## src/design/tx_retry_response_fsm_defines.svh

```systemverilog
// Shared assertion macros for the send controller.
`ifndef TX_RETRY_RESPONSE_FSM_DEFINES_SVH
`define TX_RETRY_RESPONSE_FSM_DEFINES_SVH

// Consequent must hold in the same cycle as the antecedent.
`define TRR_ASSERT_IMP(label, clk, rst_n, ante, cons, msg) \
  label: assert property (@(posedge clk) disable iff (!rst_n) (ante) |-> (cons)) \
    else $error(msg);

// Consequent must hold in the cycle after the antecedent.
`define TRR_ASSERT_NXT(label, clk, rst_n, ante, cons, msg) \
  label: assert property (@(posedge clk) disable iff (!rst_n) (ante) |=> (cons)) \
    else $error(msg);

`endif

```

## src/design/trr_pkg.sv

```systemverilog
package trr_pkg;

  localparam int unsigned CfgIdxW  = 2;
  localparam int unsigned CfgDataW = 16;

  localparam logic [15:0] SendDelayRst       = 16'd50;
  localparam logic [15:0] ResponseTimeoutRst = 16'd500;
  localparam logic [3:0]  MaxAttemptsRst     = 4'd3;

  typedef enum logic [CfgIdxW-1:0] {
    CFG_SEND_DELAY       = 2'd0,
    CFG_RESPONSE_TIMEOUT = 2'd1,
    CFG_MAX_ATTEMPTS     = 2'd2
  } cfg_idx_e;

  typedef enum logic [2:0] {
    PH_IDLE      = 3'd0,
    PH_DELAY     = 3'd1,
    PH_WAIT_DONE = 3'd2,
    PH_WAIT_RESP = 3'd3,
    PH_ERROR     = 3'd4
  } phase_e;

  typedef struct packed {
    logic [15:0] send_delay;
    logic [15:0] response_timeout;
    logic [3:0]  max_attempts;
  } cfg_t;

  typedef struct packed {
    logic queue_ready;
    logic tx_complete;
    logic response_arrived;
  } in_item_t;

  typedef struct packed {
    logic       take_message;
    logic       start_send;
    logic       clear_complete;
    logic       disable_tx;
    logic [2:0] phase_now;
    logic [3:0] attempts_done;
  } out_item_t;

endpackage

```

## src/design/trr_in_if.sv

```systemverilog
interface trr_in_if;
  logic valid;
  logic ready;
  logic queue_ready;
  logic tx_complete;
  logic response_arrived;

  modport source (
    output valid, queue_ready, tx_complete, response_arrived,
    input  ready
  );

  modport sink (
    input  valid, queue_ready, tx_complete, response_arrived,
    output ready
  );
endinterface

```

## src/design/trr_out_if.sv

```systemverilog
interface trr_out_if;
  logic       valid;
  logic       ready;
  logic       take_message;
  logic       start_send;
  logic       clear_complete;
  logic       disable_tx;
  logic [2:0] phase_now;
  logic [3:0] attempts_done;

  modport source (
    output valid, take_message, start_send, clear_complete, disable_tx,
           phase_now, attempts_done,
    input  ready
  );

  modport sink (
    input  valid, take_message, start_send, clear_complete, disable_tx,
           phase_now, attempts_done,
    output ready
  );
endinterface

```

## src/design/tx_retry_response_fsm.sv

```systemverilog
// The phase update is a single pass; each result is registered in the output buffer.
// Throughput: one tick transaction per clock cycle while the skid entry is empty.
// A two-entry output buffer keeps the input ready while one result waits to be taken.
// Reset clears phase, counters and the response latch, and loads the register defaults
// of 50, 500 and 3; configuration writes take effect on the next cycle.
module tx_retry_response_fsm (
  input  logic                          clk_i,
  input  logic                          rst_ni,
  trr_in_if.sink                        in_i,
  trr_out_if.source                     out_o,
  input  logic                          cfg_we_i,
  input  logic [trr_pkg::CfgIdxW-1:0]   cfg_idx_i,
  input  logic [trr_pkg::CfgDataW-1:0]  cfg_data_i
);
  import trr_pkg::*;

  cfg_t      cfg;
  in_item_t  item;
  out_item_t res;
  out_item_t out_data;
  logic      in_ready;
  logic      acc;

  assign item.queue_ready      = in_i.queue_ready;
  assign item.tx_complete      = in_i.tx_complete;
  assign item.response_arrived = in_i.response_arrived;
  assign in_i.ready            = in_ready;
  assign acc                   = in_i.valid & in_ready;

  trr_cfg_regs u_cfg (
    .clk_i      (clk_i),
    .rst_ni     (rst_ni),
    .cfg_we_i   (cfg_we_i),
    .cfg_idx_i  (cfg_idx_i),
    .cfg_data_i (cfg_data_i),
    .cfg_o      (cfg)
  );

  trr_step u_step (
    .clk_i  (clk_i),
    .rst_ni (rst_ni),
    .acc_i  (acc),
    .item_i (item),
    .cfg_i  (cfg),
    .res_o  (res)
  );

  trr_out_stage u_out (
    .clk_i       (clk_i),
    .rst_ni      (rst_ni),
    .acc_i       (acc),
    .res_i       (res),
    .in_ready_o  (in_ready),
    .out_valid_o (out_o.valid),
    .out_ready_i (out_o.ready),
    .out_data_o  (out_data)
  );

  assign out_o.take_message   = out_data.take_message;
  assign out_o.start_send     = out_data.start_send;
  assign out_o.clear_complete = out_data.clear_complete;
  assign out_o.disable_tx     = out_data.disable_tx;
  assign out_o.phase_now      = out_data.phase_now;
  assign out_o.attempts_done  = out_data.attempts_done;

endmodule

```

## src/design/trr_cfg_regs.sv

```systemverilog
module trr_cfg_regs (
  input  logic                          clk_i,
  input  logic                          rst_ni,
  input  logic                          cfg_we_i,
  input  logic [trr_pkg::CfgIdxW-1:0]   cfg_idx_i,
  input  logic [trr_pkg::CfgDataW-1:0]  cfg_data_i,
  output trr_pkg::cfg_t                 cfg_o
);
  import trr_pkg::*;

  cfg_t cfg_d, cfg_q;

  always_comb begin
    cfg_d = cfg_q;
    if (cfg_we_i) begin
      case (cfg_idx_i)
        CFG_SEND_DELAY:       cfg_d.send_delay       = cfg_data_i;
        CFG_RESPONSE_TIMEOUT: cfg_d.response_timeout = cfg_data_i;
        CFG_MAX_ATTEMPTS:     cfg_d.max_attempts     = cfg_data_i[3:0];
        default:              cfg_d = cfg_q;
      endcase
    end
  end

  always_ff @(posedge clk_i or negedge rst_ni) begin
    if (!rst_ni) begin
      cfg_q.send_delay       <= SendDelayRst;
      cfg_q.response_timeout <= ResponseTimeoutRst;
      cfg_q.max_attempts     <= MaxAttemptsRst;
    end else begin
      cfg_q <= cfg_d;
    end
  end

  assign cfg_o = cfg_q;

endmodule

```

## src/design/trr_step.sv

```systemverilog
`include "tx_retry_response_fsm_defines.svh"

module trr_step (
  input  logic               clk_i,
  input  logic               rst_ni,
  input  logic               acc_i,
  input  trr_pkg::in_item_t  item_i,
  input  trr_pkg::cfg_t      cfg_i,
  output trr_pkg::out_item_t res_o
);
  import trr_pkg::*;

  phase_e      phase_d, phase_q;
  logic [15:0] tick_d, tick_q;
  logic [3:0]  tmo_d, tmo_q;
  logic        latch_d, latch_q;

  logic        latch_v;
  logic [15:0] tick_inc;
  logic [3:0]  tmo_inc;
  logic        check_resp;

  assign latch_v  = latch_q | item_i.response_arrived;
  assign tick_inc = tick_q + 16'd1;
  assign tmo_inc  = tmo_q + 4'd1;

  always_comb begin
    phase_d    = phase_q;
    tick_d     = tick_q;
    tmo_d      = tmo_q;
    latch_d    = latch_v;
    check_resp = 1'b0;
    case (phase_q)
      PH_DELAY: begin
        tick_d = tick_inc;
        if (tick_inc >= cfg_i.send_delay) begin
          tick_d  = '0;
          phase_d = PH_WAIT_DONE;
        end
      end
      PH_WAIT_DONE: begin
        if (item_i.tx_complete) begin
          tick_d  = '0;
          phase_d = PH_WAIT_RESP;
        end else begin
          check_resp = 1'b1;
        end
      end
      PH_WAIT_RESP: begin
        check_resp = 1'b1;
      end
      PH_ERROR: begin
        latch_d = 1'b0;
        tick_d  = '0;
        tmo_d   = '0;
        phase_d = PH_IDLE;
      end
      default: begin
        phase_d = PH_IDLE;
        if (item_i.queue_ready) begin
          tmo_d   = '0;
          tick_d  = '0;
          phase_d = PH_DELAY;
        end
      end
    endcase

    if (check_resp) begin
      if (latch_v) begin
        latch_d = 1'b0;
        tick_d  = '0;
        tmo_d   = '0;
        phase_d = PH_IDLE;
      end else begin
        tick_d = tick_inc;
        if (tick_inc >= cfg_i.response_timeout) begin
          tick_d  = '0;
          tmo_d   = tmo_inc;
          phase_d = (tmo_inc < cfg_i.max_attempts) ? PH_DELAY : PH_ERROR;
        end
      end
    end
  end

  always_comb begin
    res_o.take_message   = 1'b0;
    res_o.start_send     = 1'b0;
    res_o.clear_complete = 1'b0;
    res_o.disable_tx     = 1'b0;
    case (phase_q)
      PH_DELAY:     res_o.start_send     = (tick_inc >= cfg_i.send_delay);
      PH_WAIT_DONE: res_o.clear_complete = item_i.tx_complete;
      PH_WAIT_RESP: res_o.clear_complete = 1'b0;
      PH_ERROR:     res_o.disable_tx     = 1'b1;
      default:      res_o.take_message   = item_i.queue_ready;
    endcase
    res_o.phase_now     = phase_d;
    res_o.attempts_done = tmo_d;
  end

  always_ff @(posedge clk_i or negedge rst_ni) begin
    if (!rst_ni) begin
      phase_q <= PH_IDLE;
      tick_q  <= '0;
      tmo_q   <= '0;
      latch_q <= 1'b0;
    end else if (acc_i) begin
      phase_q <= phase_d;
      tick_q  <= tick_d;
      tmo_q   <= tmo_d;
      latch_q <= latch_d;
    end
  end

  `TRR_ASSERT_IMP(a_take_starts_fresh, clk_i, rst_ni, acc_i && res_o.take_message, res_o.phase_now == PH_DELAY && res_o.attempts_done == 4'd0, "taking a message did not start a fresh delay")
  `TRR_ASSERT_NXT(a_error_clears, clk_i, rst_ni, acc_i && phase_q == PH_ERROR, phase_q == PH_IDLE && tmo_q == 4'd0 && tick_q == 16'd0 && !latch_q, "error step left state behind")
  `TRR_ASSERT_NXT(a_hold_without_tick, clk_i, rst_ni, !acc_i, $stable(phase_q) && $stable(tick_q) && $stable(tmo_q) && $stable(latch_q), "state moved without an accepted transaction")

endmodule

```

## src/design/trr_out_stage.sv

```systemverilog
module trr_out_stage (
  input  logic               clk_i,
  input  logic               rst_ni,
  input  logic               acc_i,
  input  trr_pkg::out_item_t res_i,
  output logic               in_ready_o,
  output logic               out_valid_o,
  input  logic               out_ready_i,
  output trr_pkg::out_item_t out_data_o
);
  import trr_pkg::*;

  logic      main_vld_d, main_vld_q;
  logic      skid_vld_d, skid_vld_q;
  out_item_t main_d, main_q;
  out_item_t skid_d, skid_q;

  always_comb begin
    main_vld_d = main_vld_q;
    skid_vld_d = skid_vld_q;
    main_d     = main_q;
    skid_d     = skid_q;
    if (main_vld_q && out_ready_i) begin
      if (skid_vld_q) begin
        main_d     = skid_q;
        skid_vld_d = 1'b0;
      end else if (acc_i) begin
        main_d = res_i;
      end else begin
        main_vld_d = 1'b0;
      end
    end else if (!main_vld_q) begin
      if (acc_i) begin
        main_d     = res_i;
        main_vld_d = 1'b1;
      end
    end else if (acc_i) begin
      skid_d     = res_i;
      skid_vld_d = 1'b1;
    end
  end

  always_ff @(posedge clk_i or negedge rst_ni) begin
    if (!rst_ni) begin
      main_vld_q <= 1'b0;
      skid_vld_q <= 1'b0;
    end else begin
      main_vld_q <= main_vld_d;
      skid_vld_q <= skid_vld_d;
    end
  end

  always_ff @(posedge clk_i) begin
    main_q <= main_d;
    skid_q <= skid_d;
  end

  assign in_ready_o  = !skid_vld_q;
  assign out_valid_o = main_vld_q;
  assign out_data_o  = main_q;

endmodule
```

## src/flat_wrapper.sv

```systemverilog
// flat-port wrapper written by rule: the top's interface ports become plain ports
module tx_retry_response_fsm_flat import trr_pkg::*;
  (clk_i, rst_ni, cfg_we_i, cfg_idx_i, cfg_data_i, in_i_valid, in_i_queue_ready, in_i_tx_complete, in_i_response_arrived, in_i_ready, out_o_valid, out_o_take_message, out_o_start_send, out_o_clear_complete, out_o_disable_tx, out_o_phase_now, out_o_attempts_done, out_o_ready);
  trr_in_if in_i_i ();
  trr_out_if out_o_i ();
  input  logic clk_i;
  input  logic rst_ni;
  input  logic cfg_we_i;
  input  logic [trr_pkg::CfgIdxW-1:0] cfg_idx_i;
  input  logic [trr_pkg::CfgDataW-1:0] cfg_data_i;
  input wire logic [$bits(in_i_i.valid)-1:0] in_i_valid;
  input wire logic [$bits(in_i_i.queue_ready)-1:0] in_i_queue_ready;
  input wire logic [$bits(in_i_i.tx_complete)-1:0] in_i_tx_complete;
  input wire logic [$bits(in_i_i.response_arrived)-1:0] in_i_response_arrived;
  output wire logic [$bits(in_i_i.ready)-1:0] in_i_ready;
  output wire logic [$bits(out_o_i.valid)-1:0] out_o_valid;
  output wire logic [$bits(out_o_i.take_message)-1:0] out_o_take_message;
  output wire logic [$bits(out_o_i.start_send)-1:0] out_o_start_send;
  output wire logic [$bits(out_o_i.clear_complete)-1:0] out_o_clear_complete;
  output wire logic [$bits(out_o_i.disable_tx)-1:0] out_o_disable_tx;
  output wire logic [$bits(out_o_i.phase_now)-1:0] out_o_phase_now;
  output wire logic [$bits(out_o_i.attempts_done)-1:0] out_o_attempts_done;
  input wire logic [$bits(out_o_i.ready)-1:0] out_o_ready;
  assign in_i_i.valid = in_i_valid;
  assign in_i_i.queue_ready = in_i_queue_ready;
  assign in_i_i.tx_complete = in_i_tx_complete;
  assign in_i_i.response_arrived = in_i_response_arrived;
  assign in_i_ready = in_i_i.ready;
  assign out_o_valid = out_o_i.valid;
  assign out_o_take_message = out_o_i.take_message;
  assign out_o_start_send = out_o_i.start_send;
  assign out_o_clear_complete = out_o_i.clear_complete;
  assign out_o_disable_tx = out_o_i.disable_tx;
  assign out_o_phase_now = out_o_i.phase_now;
  assign out_o_attempts_done = out_o_i.attempts_done;
  assign out_o_i.ready = out_o_ready;
  tx_retry_response_fsm u_core (.clk_i(clk_i), .rst_ni(rst_ni), .in_i(in_i_i), .out_o(out_o_i), .cfg_we_i(cfg_we_i), .cfg_idx_i(cfg_idx_i), .cfg_data_i(cfg_data_i));
endmodule
```

## config.mk

```make
export PLATFORM = sky130hd
export DESIGN_NAME = tx_retry_response_fsm_flat
export DESIGN_NICKNAME = d
export VERILOG_FILES = /design/src/design/trr_pkg.sv /design/src/design/trr_in_if.sv /design/src/design/trr_out_if.sv /design/src/design/tx_retry_response_fsm.sv /design/src/design/trr_cfg_regs.sv /design/src/design/trr_step.sv /design/src/design/trr_out_stage.sv /design/src/flat_wrapper.sv
export VERILOG_INCLUDE_DIRS = /design/src /design/src/design
export SDC_FILE = /design/constraint.sdc
export NUM_CORES = 1
export LEC_CHECK = 0
export BUFFER_PORTS_ARGS = -buffer_cell sky130_fd_sc_hd__buf_2
export CAP_MARGIN = 15
export CORE_AREA = 2 2 131 69
export DETAILED_ROUTE_END_ITERATION = 8
export DIE_AREA = 0 0 133 71
export HOLD_SLACK_MARGIN = 0.06
export PLACE_DENSITY = 0.79
export SLEW_MARGIN = 20
export SYNTH_ARGS = -nofsm -noshare
export SYNTH_HDL_FRONTEND = slang
export SYNTH_HIERARCHICAL = 1
export SYNTH_SLANG_ARGS = --single-unit
export TNS_END_PERCENT = 100
```

## constraint.sdc

```tcl
create_clock -name clk_i -period 4.5 [get_ports clk_i]
set_input_delay 1.35 -clock clk_i [delete_from_list [all_inputs] [get_ports clk_i]]
set_output_delay 1.35 -clock clk_i [all_outputs]
set_load 0.1 [all_outputs]
```

==> results of run 1 <==
==> registers in the layout (all words and copies together), names as in the netlist <==
signal                    cells
u_core/u_cfg/cfg_o           36
u_core/u_step/tick_q         16
u_core/u_out/out_data_o      11
u_core/u_out/skid_q          11
u_core/u_step/tmo_q           4
u_core/u_step/phase_q         3
u_core/u_out/out_valid_o      1
u_core/u_out/skid_vld_q       1
u_core/u_step/latch_q         1
==> cells by family (layout without fill, tap and decap cells) <==
kind of cell	Yosys count	after routing	share of synthesized area (%)
xor gates and xnor gates	17	17	3.05
adders and majority gates	38	38	9.68
DFF	84	84	45.6
buffers and inverters	57	100	4.94
and+or+nand+nor	130	130	13.2
muxes	49	49	11.0
AOI/OAI and AO/OA	90	90	12.6
==> cell type report <==
type                    instances  area (um2)  share of cell area (%)
repair buffers                 42         220                    4.02
clock inverters                 5        76.3                    1.39
flip-flops and latches         84        2230                    40.6
inverters                      42         158                    2.88
clock buffers                  11         233                    4.25
multi-input cells             324        2420                    44.1
well taps                     117         146                    2.67
==> through the flow <==
step                hold slack, ns  power [uW]
finish                       0.510        3160
global placement             0.490        2320
floorplan                    0.475        2110
global route                 0.533        3320
CTS                          0.510        3160
detailed placement           0.498        2370
==> per-layer routing <==
metal | up-vias | track usage [%] | wire [um]
li1 | 1731 | - | -
met1 | 1766 | 36.1 | 5230
met2 | 132 | 37.8 | 4740
met3 | 14 | 6.59 | 725
met4 | 0 | 6.81 | 132
met5 | - | 0 | 0
==> power by group through the flow <==
stage	Clock, uW	Sequential [uW]	Combinational [uW]
3_3_place_gp	0	1130	1190
2_1_floorplan	0	1480	629
5_1_grt	826	1160	1330
4_1_cts	792	1130	1230
6_report	781	1130	1250
3_5_place_dp	0	1140	1220
==> worst paths after layout <==
path                                                     start                              endpoint  slack [ns]  cells past startpoint
min reg2reg                 u_core/u_cfg/cfg_o[13]$_DFFE_PN0P_    u_core/u_cfg/cfg_o[13]$_DFFE_PN0P_        0.51                      1
max                        u_core/u_step/tick_q[0]$_DFFE_PN0P_  u_core/u_out/out_data_o[3]$_DFFE_PP_        0.51                     16
max in group asynchronous                               rst_ni  u_core/u_step/phase_q[1]$_DFFE_PN0P_        2.63                      2
min in group asynchronous                               rst_ni    u_core/u_cfg/cfg_o[23]$_DFFE_PN0P_        0.96                      1
min                         u_core/u_cfg/cfg_o[13]$_DFFE_PN0P_    u_core/u_cfg/cfg_o[13]$_DFFE_PN0P_        0.51                      1
max reg2reg                u_core/u_step/tick_q[0]$_DFFE_PN0P_  u_core/u_out/out_data_o[3]$_DFFE_PP_        0.51                     16
==> synth_stat cells (2+ instances only) <==
cell       instances
nand3_1           12
ha_1              37
and2_1             3
nor2_1            18
nor3_1             4
a22o_1             5
o21ai_1           22
o22ai_1            2
xnor2_1            9
o211ai_1           2
mux2_2            38
nor2b_1            5
and3_1             4
dfstp_2           11
nand4_1           16
edfxtp_1          22
clkbuf_1           5
nor2_2             2
buf_6              2
a21oi_1           19
o21a_1             3
mux2i_1           11
nand2_1           54
xor2_1             8
o21ai_0           16
dfrtp_1           51
or3b_1             2
a211oi_1           2
or3_1              2
buf_2              7
inv_1             41
o2111ai_1          2
a21o_1             2
nor3_2             2
nand2b_1           2
==> cells in the final DEF, fill, tap and decap left out, types with 5 or more instances in the layout <==
cell type,count
nor2_1,18
a21oi_1,19
xnor2_1,9
nand2_1,54
nand4_1,16
edfxtp_1,22
dfstp_2,11
nand3_1,12
buf_2,38
mux2_2,38
xor2_1,8
ha_1,37
clkbuf_16,9
inv_1,41
nor2b_1,5
a22o_1,5
dfrtp_1,51
o21ai_0,16
o21ai_1,22
mux2i_1,11
==> critical path, delay by kind of cell, from the launching register on <==
| kind | cells | cell delay, ns |
|---|---|---|
| AO/OA/AOI/OAI | 7 | 1.36 |
| AND/OR/NAND/NOR | 5 | 0.94 |
| adder cells (fa/ha/maj) | 2 | 0.48 |
| flip-flops | 1 | 0.46 |
| XOR/XNOR | 1 | 0.30 |
| multiplexers | 1 | 0.17 |
==> impl_metrics.env, run 1 <==
export IMPL_core_area_mm2=0.00838
export IMPL_setup_viol=0
export IMPL_detailedPlace_worstSlack_ns=0.612
export IMPL_ys_flop_type="dfrtp_1"
export IMPL_drt_initial_drc_count=328
export IMPL_dieArea_mm2=0.00944
export IMPL_syn_num_nets=528
export IMPL_antenna_found_initial=0
export IMPL_place_area_mm2=0.00517
export IMPL_syn_area_per_cell_um2=10.5
export IMPL_rows=24
export IMPL_pwr_share_comb_pct=39.4
export IMPL_critical_path_required_ns=4.57
export IMPL_cts_setup_buffers=0
export IMPL_synth_area_leaders="dfrtp_1, edfxtp_1, ha_1"
export IMPL_worstSetupPathType="reg2reg"
export IMPL_drt_drc_violations_left=0
export IMPL_relSlewSlack_pct=37.4
export IMPL_status="finished, final reports clean"
export IMPL_cts_repair_resized=0
export IMPL_cts_sinks=84
export IMPL_cp_max_fo=9
export IMPL_post_route_period_util_pct=88.7
export IMPL_fmax_mhz=251
export IMPL_critPathSlowestCell="dfrtp_1"
export IMPL_async_flop_share_pct=73.8
export IMPL_maxCapViolCount=0
export IMPL_p_seq_share_pct=35.9
export IMPL_grt_util_all_layers_pct=25.1
export IMPL_synthDistinctLibCells=57
export IMPL_worstPathCellList="ha_1 -> nand3_1 -> nor2_1 -> nand2_1 -> nor2_1 -> xor2_1 -> ha_1 -> a21oi_1 -> o21ai_1 -> a2111oi_4 -> a2bb2oi_2 -> o21ai_0 -> nand2_1 -> o21ai_0 -> mux2i_1 -> o21ai_1"
export IMPL_drive_gt1_share_pct=23.0
export IMPL_syn2layout_area_growth_pct=12.1
export IMPL_overflow=0
export IMPL_final_nets=566
export IMPL_cts_buffer_depth=2
export IMPL_grt_pass1_vias=3763
export IMPL_die_x_um=133
export IMPL_synth_edf_count=22
export IMPL_hp_class="reg2reg"
export IMPL_htree_levels=3
export IMPL_dp_hpwl_um=8050
export IMPL_fin_ws_ns=0.510
export IMPL_root_buffer="clkbuf_16"
export IMPL_ys_seq_elements=84
export IMPL_initial_core_util_pct=58.3
export IMPL_cp_start_kind="flop"
export IMPL_finalHoldViolCount=0
export IMPL_rsz0062_at_grt="no"
export IMPL_clk_pin_slew_ns=0.06
export IMPL_synth_warnings=6
export IMPL_cts_buffers_inserted=9
export IMPL_tns_ns=0
export IMPL_seq_area_frac_synth_pct=45.6
export IMPL_cp_slowest_stage_delay_ns=0.46
export IMPL_antenna_cells=0
export IMPL_fin_skew_ns=0.00776
export IMPL_final_max_slew_viol_count=0
export IMPL_drt_wirelength_per_cell_um=17.3
export IMPL_syn_inst=465
export IMPL_dp_cells=609
export IMPL_endpoint_kind="flop"
export IMPL_yosysTopAreaCell="dfrtp_1"
export IMPL_fin_cells=625
export IMPL_grt_max_degree=43
export IMPL_switching_share_pct=42.3
export IMPL_synth_top_cell_area_share_pct=26.1
export IMPL_tightest_slew_ns=0.938
export IMPL_syn_cell_area_mm2=0.00488
export IMPL_fillers=673
export IMPL_first_pass_iters=5
export IMPL_cts_hold_buf=0
export IMPL_finalCriticalPeriod_ns=3.99
export IMPL_cp_arrival_ns=4.06
export IMPL_p_clk_share_pct=24.7
export IMPL_cts_tree="yes"
export IMPL_fp_dieH_um=71
export IMPL_power_leakage_uw=0.00248
export IMPL_ant_nets=0
export IMPL_p_int_uw=1820
export IMPL_io_buffers=38
export IMPL_cellPowerDensity_mw_per_mm2=577
export IMPL_insertion_delay_ns=0.34
export IMPL_p_switching_uw=1340
export IMPL_wirelength_um=10800
export IMPL_grt_pass1_wl_um=18500
export IMPL_final_area_mm2=0.00548
export IMPL_fin_util_pct=65.4
export IMPL_io_pins=39
export IMPL_gp_congestion=0.922
export IMPL_vias=3643
export IMPL_ir_drop_v=0.000309
export IMPL_drt_vias_per_instance=5.83
Note: power is estimated with default switching activity, not from simulation.
==> run 2, diff against run 1 <==
--- a/config.mk
+++ b/config.mk
@@ -8,14 +8,13 @@
 export LEC_CHECK = 0
 export BUFFER_PORTS_ARGS = -buffer_cell sky130_fd_sc_hd__buf_2
 export CAP_MARGIN = 15
-export CORE_AREA = 2 2 131 69
+export CORE_AREA = 2 2 130 69
 export DETAILED_ROUTE_END_ITERATION = 8
-export DIE_AREA = 0 0 133 71
+export DIE_AREA = 0 0 132 71
 export HOLD_SLACK_MARGIN = 0.06
 export PLACE_DENSITY = 0.79
 export SLEW_MARGIN = 20
 export SYNTH_ARGS = -nofsm -noshare
 export SYNTH_HDL_FRONTEND = slang
-export SYNTH_HIERARCHICAL = 1
 export SYNTH_SLANG_ARGS = --single-unit
 export TNS_END_PERCENT = 100
==> run 2 against run 1 <==
Against the previous run:
- sequential power is essentially flat
- combinational power barely moved
- clock-buffer cell count decreased by 2
- register-to-register slack improved by 0.18 ns
- final area decreased by 0.50%
- worst hold slack gained 0.0014 ns
- power fell by 0.11%
- largest cell class unchanged
- global-route usage about the same
==> impl_metrics.env, run 2 <==
export IMPL_clk_pin_slew_ns=0.07
export IMPL_yosysMostFrequentCell="dfrtp_1"
export IMPL_syn_inst=478
export IMPL_status="finished, final reports clean"
export IMPL_cp_startpoint="u_core.u_step.tick_q[2]$_DFFE_PN0P_"
export IMPL_die_x_um=132
export IMPL_grt_util_all_layers_pct=25.1
export IMPL_crit_family="simple AND/OR/NAND/NOR gates"
export IMPL_ir_drop_v=0.000356
export IMPL_fin_ws_ns=0.690
export IMPL_critical_path_required_ns=4.78
export IMPL_tightest_slew_ns=1.05
export IMPL_endpoint_kind="flop"
export IMPL_rsz0062_at_grt="no"
export IMPL_ant_nets=0
export IMPL_rows=24
export IMPL_detailedPlace_worstSlack_ns=0.799
export IMPL_wirelength_um=10800
export IMPL_ys_flop_type="dfrtp_1"
export IMPL_dp_hpwl_um=8220
export IMPL_drive_gt1_share_pct=21.5
export IMPL_cts_buffer_depth=2
export IMPL_final_max_slew_viol_count=0
export IMPL_cts_hold_buf=0
export IMPL_synth_warnings=0
export IMPL_fp_dieH_um=71
export IMPL_first_pass_iters=4
export IMPL_overflow=0
export IMPL_yosysTopAreaCell="dfrtp_1"
export IMPL_min_from="u_core.u_cfg.cfg_o[15]$_DFFE_PN0P_"
export IMPL_finalHoldViolCount=0
export IMPL_cp_start_kind="flop"
export IMPL_grt_pass1_vias=3502
export IMPL_setup_viol=0
export IMPL_cp_common_cell="and3_1"
export IMPL_synthDistinctLibCells=57
export IMPL_dieArea_mm2=0.00937
export IMPL_fin_skew_ns=0.00960
export IMPL_cellPowerDensity_mw_per_mm2=579
export IMPL_largest_reg_flops=36
export IMPL_cts_sinks=84
export IMPL_worstSetupPathType="reg2reg"
export IMPL_fillers=694
export IMPL_maxCapViolCount=0
export IMPL_syn2layout_area_growth_pct=13.1
export IMPL_antenna_found_initial=0
export IMPL_path_buf_inv=1
export IMPL_syn_cell_area_mm2=0.00482
export IMPL_most_common_layout_cells="dfrtp_1, inv_1, nand2_1"
export IMPL_synth_area_leaders="dfrtp_1, edfxtp_1, ha_1"
export IMPL_htree_levels=3
export IMPL_fmax_mhz=262
export IMPL_cts_buffers_inserted=9
export IMPL_syn_area_per_cell_um2=10.1
export IMPL_cts_setup_buffers=0
export IMPL_syn_num_nets=541
export IMPL_tns_ns=0
export IMPL_cp_arrival_ns=4.09
export IMPL_synth_top_cell_area_share_pct=26.5
export IMPL_finalCriticalPeriod_ns=3.81
export IMPL_ys_top_cells_by_count="dfrtp_1, inv_1, nand2_1"
export IMPL_grt_pass1_wl_um=18200
export IMPL_async_flop_share_pct=73.8
export IMPL_rr_startpoint="u_core.u_step.tick_q[2]$_DFFE_PN0P_"
export IMPL_cp_max_fo=11
export IMPL_io_buffers=38
export IMPL_hp_class="reg2reg"
export IMPL_core_area_mm2=0.00832
export IMPL_drt_initial_drc_count=335
export IMPL_seq_area_frac_synth_pct=46.2
export IMPL_io_pins=39
export IMPL_final_nets=580
export IMPL_drt_wirelength_per_cell_um=16.9
export IMPL_cts_repair_resized=0
export IMPL_antenna_cells=0
export IMPL_post_route_period_util_pct=84.7
export IMPL_grt_max_degree=43
export IMPL_layout_commonest_cell="dfrtp_1"
export IMPL_gp_congestion=0.904
export IMPL_insertion_delay_ns=0.35
export IMPL_drt_drc_violations_left=0
export IMPL_power_uw=3160
export IMPL_worstPathCellList="and3_1 -> and3_1 -> nand2_2 -> nor3_2 -> and3_1 -> xor2_1 -> ha_1 -> a21oi_1 -> o21ai_1 -> and4b_1 -> a2bb2oi_2 -> buf_4 -> o22a_1 -> nor2_2 -> mux2_2"
export IMPL_root_buffer="clkbuf_16"
export IMPL_vias=3683
export IMPL_initial_core_util_pct=57.9
export IMPL_synth_edf_count=22
export IMPL_critPathSlowestCell="dfrtp_1"
export IMPL_ys_seq_elements=84
export IMPL_power_leakage_uw=0.00247
export IMPL_cts_tree="yes"
export IMPL_relSlewSlack_pct=29.3
export IMPL_cp_slowest_stage_delay_ns=0.45
export IMPL_drt_vias_per_instance=5.76
-- run 2: changes by cell type after synthesis, sizes merged, moves of 4 or more --
cell    delta
a21oi      +4
buf        -6
clkbuf     +7
mux2      -15
mux2i      -9
nand2      -9
nand3     +13
nand4     -11
nor2      +10
o21ai      +7
-- run 2: metrics by stage --
step | std cells | hold slack (ns) | cell area (um2) | util, %
detailed placement | 623 | 0.497 | 5130 | 61.7
global route | 639 | 0.525 | 5450 | 65.5
global placement | 623 | 0.491 | 5130 | 61.7
CTS | 639 | 0.511 | 5450 | 65.5
finish | 639 | 0.511 | 5450 | 65.5
floorplan | 478 | 0.473 | 4820 | -
-- run 2: routing by layer --
layer	track usage, %	vias up	share of wire (%)
li1	-	1791	-
met1	38.4	1757	51
met2	34.1	121	40
met4	7.85	0	1.3
met5	0	-	0
met3	6.95	14	7.4
-- run 2: worst register-to-register path, cell delays in order, from the launching register on --
cell	delay (ns)
dfrtp_1	0.45
and3_1	0.22
and3_1	0.25
nand2_2	0.11
nor3_2	0.25
and3_1	0.23
xor2_1	0.23
ha_1	0.30
a21oi_1	0.14
o21ai_1	0.12
and4b_1	0.27
a2bb2oi_2	0.06
buf_4	0.19
o22a_1	0.36
nor2_2	0.35
mux2_2	0.22
-- run 2: logic make-up (layout without fill, tap and decap cells) --
family	Yosys count	count (layout)	share of synthesized area, %
AND/OR/NAND/NOR	141	141	14.4
flip-flops	84	84	46.2
buffers and inverters	59	103	4.83
adder cells (fa/ha/maj)	37	37	9.61
XOR/XNOR	17	17	3.09
AO/OA/AOI/OAI	115	115	16.0
multiplexers	25	25	5.79
-- run 2: final timing paths --
path / slack (ns) / cells after the start / end
setup / recovery: 0.69 / 15 / u_core.u_step.tick_q[0]$_DFFE_PN0P_
hold / removal: 0.51 / 1 / u_core.u_cfg.cfg_o[15]$_DFFE_PN0P_
min in group asynchronous: 1.16 / 1 / u_core.u_cfg.cfg_o[22]$_DFFE_PN0P_
max in group asynchronous: 2.49 / 2 / u_core.u_step.tick_q[14]$_DFFE_PN0P_
hold reg to reg: 0.51 / 1 / u_core.u_cfg.cfg_o[15]$_DFFE_PN0P_
setup reg to reg: 0.69 / 15 / u_core.u_step.tick_q[0]$_DFFE_PN0P_
-- run 2: final cells by class --
type | count | area, um2 | share of cell area (%)
multi-input cells | 335 | 2360 | 43.4
clock inverters | 7 | 90.1 | 1.65
well taps | 117 | 146 | 2.69
clock buffers | 9 | 225 | 4.13
flip-flops and latches | 84 | 2230 | 40.8
inverters | 43 | 161 | 2.96
repair buffers | 44 | 235 | 4.32
-- run 2: power by group --
group          internal (uW)  switching, uW  total (uW)
Sequential               988            119        1110
Clock                    484            305         789
Combinational            347            914        1260
==> run 3, diff against run 2 <==
--- a/config.mk
+++ b/config.mk
@@ -6,13 +6,14 @@
 export SDC_FILE = /design/constraint.sdc
 export NUM_CORES = 1
 export LEC_CHECK = 0
+export ABC_AREA = 1
 export BUFFER_PORTS_ARGS = -buffer_cell sky130_fd_sc_hd__buf_2
 export CAP_MARGIN = 15
-export CORE_AREA = 2 2 130 69
+export CORE_AREA = 2 2 138 73
 export DETAILED_ROUTE_END_ITERATION = 8
-export DIE_AREA = 0 0 132 71
+export DIE_AREA = 0 0 140 75
 export HOLD_SLACK_MARGIN = 0.06
-export PLACE_DENSITY = 0.79
+export PLACE_DENSITY = 0.75
 export SLEW_MARGIN = 20
 export SYNTH_ARGS = -nofsm -noshare
 export SYNTH_HDL_FRONTEND = slang
==> constraint.sdc (replaced) <==
create_clock -name clk_i -period 3.1 [get_ports clk_i]
set_input_delay 0.93 -clock clk_i [delete_from_list [all_inputs] [get_ports clk_i]]
set_output_delay 0.93 -clock clk_i [all_outputs]
set_load 0.1 [all_outputs]
==> run 3 against run 2 <==
Against the previous run:
- the run now ends with negative setup slack left
- register-to-register slack got worse by 0.79 ns
- worst hold slack got worse by 0.024 ns
- first-iteration DRC count increased by 8.1%
- synthesized cell count increased by 23%
- power increased by 46%
- fmax increased by 19%
- cell count increased by 20%
- synthesized area increased by 2.8%
- worst setup slack got worse by 0.79 ns
- die area increased by 12%
- sequential cell count unchanged
- critical path depth increased by 4
- critical endpoint is now u_core.u_out.out_data_o[2]$_DFFE_PP_
- largest cell class unchanged
- highest routed layer unchanged
==> impl_metrics.env, run 3 <==
export IMPL_status="complete, but fails checks"
export IMPL_violations="negative setup slack"
export IMPL_finalCriticalPeriod_ns=3.20
export IMPL_first_pass_iters=7
export IMPL_async_flop_share_pct=73.8
export IMPL_dieArea_mm2=0.0105
export IMPL_p_int_uw=2550
export IMPL_ir_drop_v=0.000345
export IMPL_yosysMostFrequentCell="nand2_1"
export IMPL_cts_tree="yes"
export IMPL_met1_usage_pct=37.4
export IMPL_hp_class="reg2reg"
export IMPL_syn_inst=586
export IMPL_antenna_found_initial=0
export IMPL_relSlewSlack_pct=32.3
export IMPL_layout_commonest_cell="nand2_1"
export IMPL_drt_vias_per_instance=5.48
export IMPL_fin_skew_ns=0.00711
export IMPL_worstSetupPathType="reg2reg"
export IMPL_grt_pass1_wl_um=19600
export IMPL_fin_ws_ns=-0.0974
export IMPL_critical_path_required_ns=3.21
export IMPL_p_switching_uw=2070
export IMPL_cp_slowest_stage_delay_ns=0.42
export IMPL_synthDistinctLibCells=40
export IMPL_synth_area_leaders="dfrtp_1, edfxtp_1, nand2_1"
export IMPL_maxCapViolCount=0
export IMPL_pwr_share_comb_pct=42.8
export IMPL_cp_start_kind="flop"
export IMPL_rows=25
export IMPL_r2r_slack_ns=-0.1
export IMPL_ys_seq_elements=84
export IMPL_final_area_mm2=0.00586
export IMPL_grt_max_degree=36
export IMPL_drt_drc_violations_left=0
export IMPL_seq_area_frac_synth_pct=45.0
export IMPL_ys_flop_type="dfrtp_1"
export IMPL_antenna_cells=0
export IMPL_core_area_mm2=0.00923
export IMPL_tightest_slew_ns=1.01
export IMPL_met2_usage_pct=35.1
export IMPL_initial_core_util_pct=53.7
export IMPL_worstPathCellList="clkinvlp_4 -> buf_4 -> nor4_1 -> nand3_1 -> xor2_1 -> inv_1 -> ha_1 -> nand2_1 -> inv_2 -> nand3_4 -> nor2_4 -> nand2_4 -> nand3_4 -> buf_4 -> nand3_1 -> nand3_1 -> nand3_1 -> nand2_1 -> inv_1"
export IMPL_drive_gt1_share_pct=23.3
export IMPL_drt_wirelength_per_cell_um=16.6
export IMPL_detailedPlace_worstSlack_ns=0.0205
export IMPL_r2r_end="u_core.u_out.out_data_o[2]$_DFFE_PP_"
export IMPL_vias=4212
export IMPL_cts_sinks=84
export IMPL_insertion_delay_ns=0.35
export IMPL_use_met3_pct=6.23
export IMPL_dp_hpwl_um=9110
export IMPL_io_pins=39
export IMPL_post_route_period_util_pct=103
export IMPL_overflow=0
export IMPL_cellPowerDensity_mw_per_mm2=787
export IMPL_switching_share_pct=44.8
export IMPL_holdPathStages=2
export IMPL_final_max_slew_viol_count=0
export IMPL_worstHoldEndpoint="u_core.u_cfg.cfg_o[30]$_DFFE_PN0P_"
export IMPL_synth_warnings=0
export IMPL_min_from="u_core.u_cfg.cfg_o[30]$_DFFE_PN0P_"
export IMPL_ys_top_cells_by_count="nand2_1, inv_1, dfrtp_1"
export IMPL_syn_num_nets=649
export IMPL_hold_slack_ns=0.487
export IMPL_synth_top_cell_area_share_pct=25.8
export IMPL_ant_nets=0
export IMPL_io_buffers=38
export IMPL_gp_congestion=0.941
export IMPL_fp_dieH_um=75
export IMPL_cp_max_fo=8
export IMPL_syn_area_per_cell_um2=8.45
export IMPL_endpoint_kind="flop"
export IMPL_crit_family="simple AND/OR/NAND/NOR gates"
export IMPL_drt_initial_drc_count=362
export IMPL_path_buf_inv=6
export IMPL_yosysTopAreaCell="dfrtp_1"
export IMPL_critPathSlowestCell="dfrtp_1"
export IMPL_rsz0062_at_grt="yes"
export IMPL_root_buffer="clkbuf_16"
export IMPL_clk_pin_slew_ns=0.06
export IMPL_wirelength_um=12700
export IMPL_place_area_mm2=0.00533
export IMPL_cp_arrival_ns=3.31
export IMPL_rr_worst_depth=19
export IMPL_fmax_mhz=313
export IMPL_power_leakage_uw=0.00293
export IMPL_synth_edf_count=22
export IMPL_die_x_um=140
export IMPL_busiest_layer="met1"
export IMPL_cp_common_cell="nand3_1"
export IMPL_power_uw=4610
export IMPL_htree_levels=3
export IMPL_p_seq_share_pct=34.4
export IMPL_syn_cell_area_mm2=0.00495
export IMPL_final_nets=705
export IMPL_cts_buffers_inserted=9
export IMPL_setup_viol=24
export IMPL_cts_buffer_depth=2
export IMPL_p_clk_share_pct=22.7
export IMPL_largest_reg_flops=36
export IMPL_grt_util_all_layers_pct=24.6
export IMPL_syn2layout_area_growth_pct=18.4
export IMPL_most_common_layout_cells="nand2_1, inv_1, dfrtp_1"
export IMPL_rr_startpoint="u_core.u_step.tick_q[6]$_DFFE_PN0P_"
export IMPL_grt_pass1_vias=3916
export IMPL_finalHoldViolCount=0
export IMPL_fillers=729
## run 3: cell count changes in the layout (fill, tap and decap cells not counted), sizes merged, moves of 13 or more
cell	change
nand2	+100
inv	+64
mux2	-23
o22ai	+14
buf	+13
## run 3: cell type report
cell class / count / area [um2] / area share (%)
Multi-Input combinational cell: 381 / 2440 / 41.6
Clock buffer: 13 / 240 / 4.10
Clock inverter: 3 / 38.8 / 0.662
Timing Repair Buffer: 57 / 349 / 5.95
Tap cell: 121 / 151 / 2.58
Inverter: 109 / 415 / 7.08
Sequential cell: 84 / 2230 / 38.0
## run 3: kinds of logic (layout without fill, tap and decap cells)
| kind of cell | Yosys count | after routing | synth area share [%] |
|---|---|---|---|
| flip-flops | 84 | 84 | 45.0 |
| adder cells (fa/ha/maj) | 37 | 37 | 9.35 |
| AO/OA/AOI/OAI | 105 | 105 | 13.4 |
| XOR/XNOR | 15 | 15 | 2.81 |
| buffers and inverters | 121 | 182 | 9.38 |
| AND/OR/NAND/NOR | 224 | 224 | 20.1 |
## run 3: worst max path at each step
stage                                        startpoint                                    to  slack (ns)  cells after the start
detailed placement  u_core.u_step.tick_q[0]$_DFFE_PN0P_  u_core.u_out.out_data_o[3]$_DFFE_PP_        0.02                     18
global placement    u_core.u_step.tick_q[0]$_DFFE_PN0P_  u_core.u_out.out_data_o[0]$_DFFE_PP_        0.21                     18
CTS                 u_core.u_step.tick_q[0]$_DFFE_PN0P_  u_core.u_out.out_data_o[3]$_DFFE_PP_       0.003                     18
global route        u_core.u_step.tick_q[6]$_DFFE_PN0P_  u_core.u_out.out_data_o[2]$_DFFE_PP_       -0.27                     19
floorplan           u_core.u_step.tick_q[0]$_DFFE_PN0P_  u_core.u_out.out_data_o[0]$_DFFE_PP_        0.40                     18
finish              u_core.u_step.tick_q[6]$_DFFE_PN0P_  u_core.u_out.out_data_o[2]$_DFFE_PP_        -0.1                     19
## run 3: metrics by stage
step                      cells  util, %  TNS [ns]
after floorplan             586        -         0
after global placement      743     57.7         0
after detailed placement    743     57.7         0
after CTS                   759     60.7         0
after global routing        768     63.5     -5.43
final                       768     63.5     -1.14
## run 3: worst reg2reg max path, stage by stage, from the launching register on
cell and delay [ns]:
dfrtp_1 0.42, clkinvlp_4 0.20, buf_4 0.18, nor4_1 0.18, nand3_1 0.15, xor2_1 0.25
inv_1 0.16, ha_1 0.31, nand2_1 0.06, inv_2 0.08, nand3_4 0.08, nor2_4 0.18
nand2_4 0.09, nand3_4 0.15, buf_4 0.13, nand3_1 0.07, nand3_1 0.09, nand3_1 0.07
nand2_1 0.06, inv_1 0.04
## run 3: per-layer routing
metal / routed length, um / vias to the layer above
met4: 142 / 0
met2: 5370 / 166
met1: 6270 / 2016
li1: - / 2014
met5: 0 / -
met3: 953 / 16
## run 3: power groups by stage
| stage | registers (uW) | logic [uW] | clock network [uW] |
|---|---|---|---|
| 6_report | 1590 | 1980 | 1050 |
| 5_1_grt | 1610 | 2140 | 1100 |
| 4_1_cts | 1580 | 1880 | 1060 |
| 3_5_place_dp | 1600 | 1860 | 0 |
| 3_3_place_gp | 1580 | 1800 | 0 |
| 2_1_floorplan | 2110 | 940 | 0 |
## run 3: repair_timing
| action | 4_1_cts | 5_1_grt |
|---|---|---|
| setup endpoints to repair | 0 | 32 |
| resized for setup | 0 | 41 |
| buffers inserted | 0 | 9 |
| hold buffers | 0 | 0 |
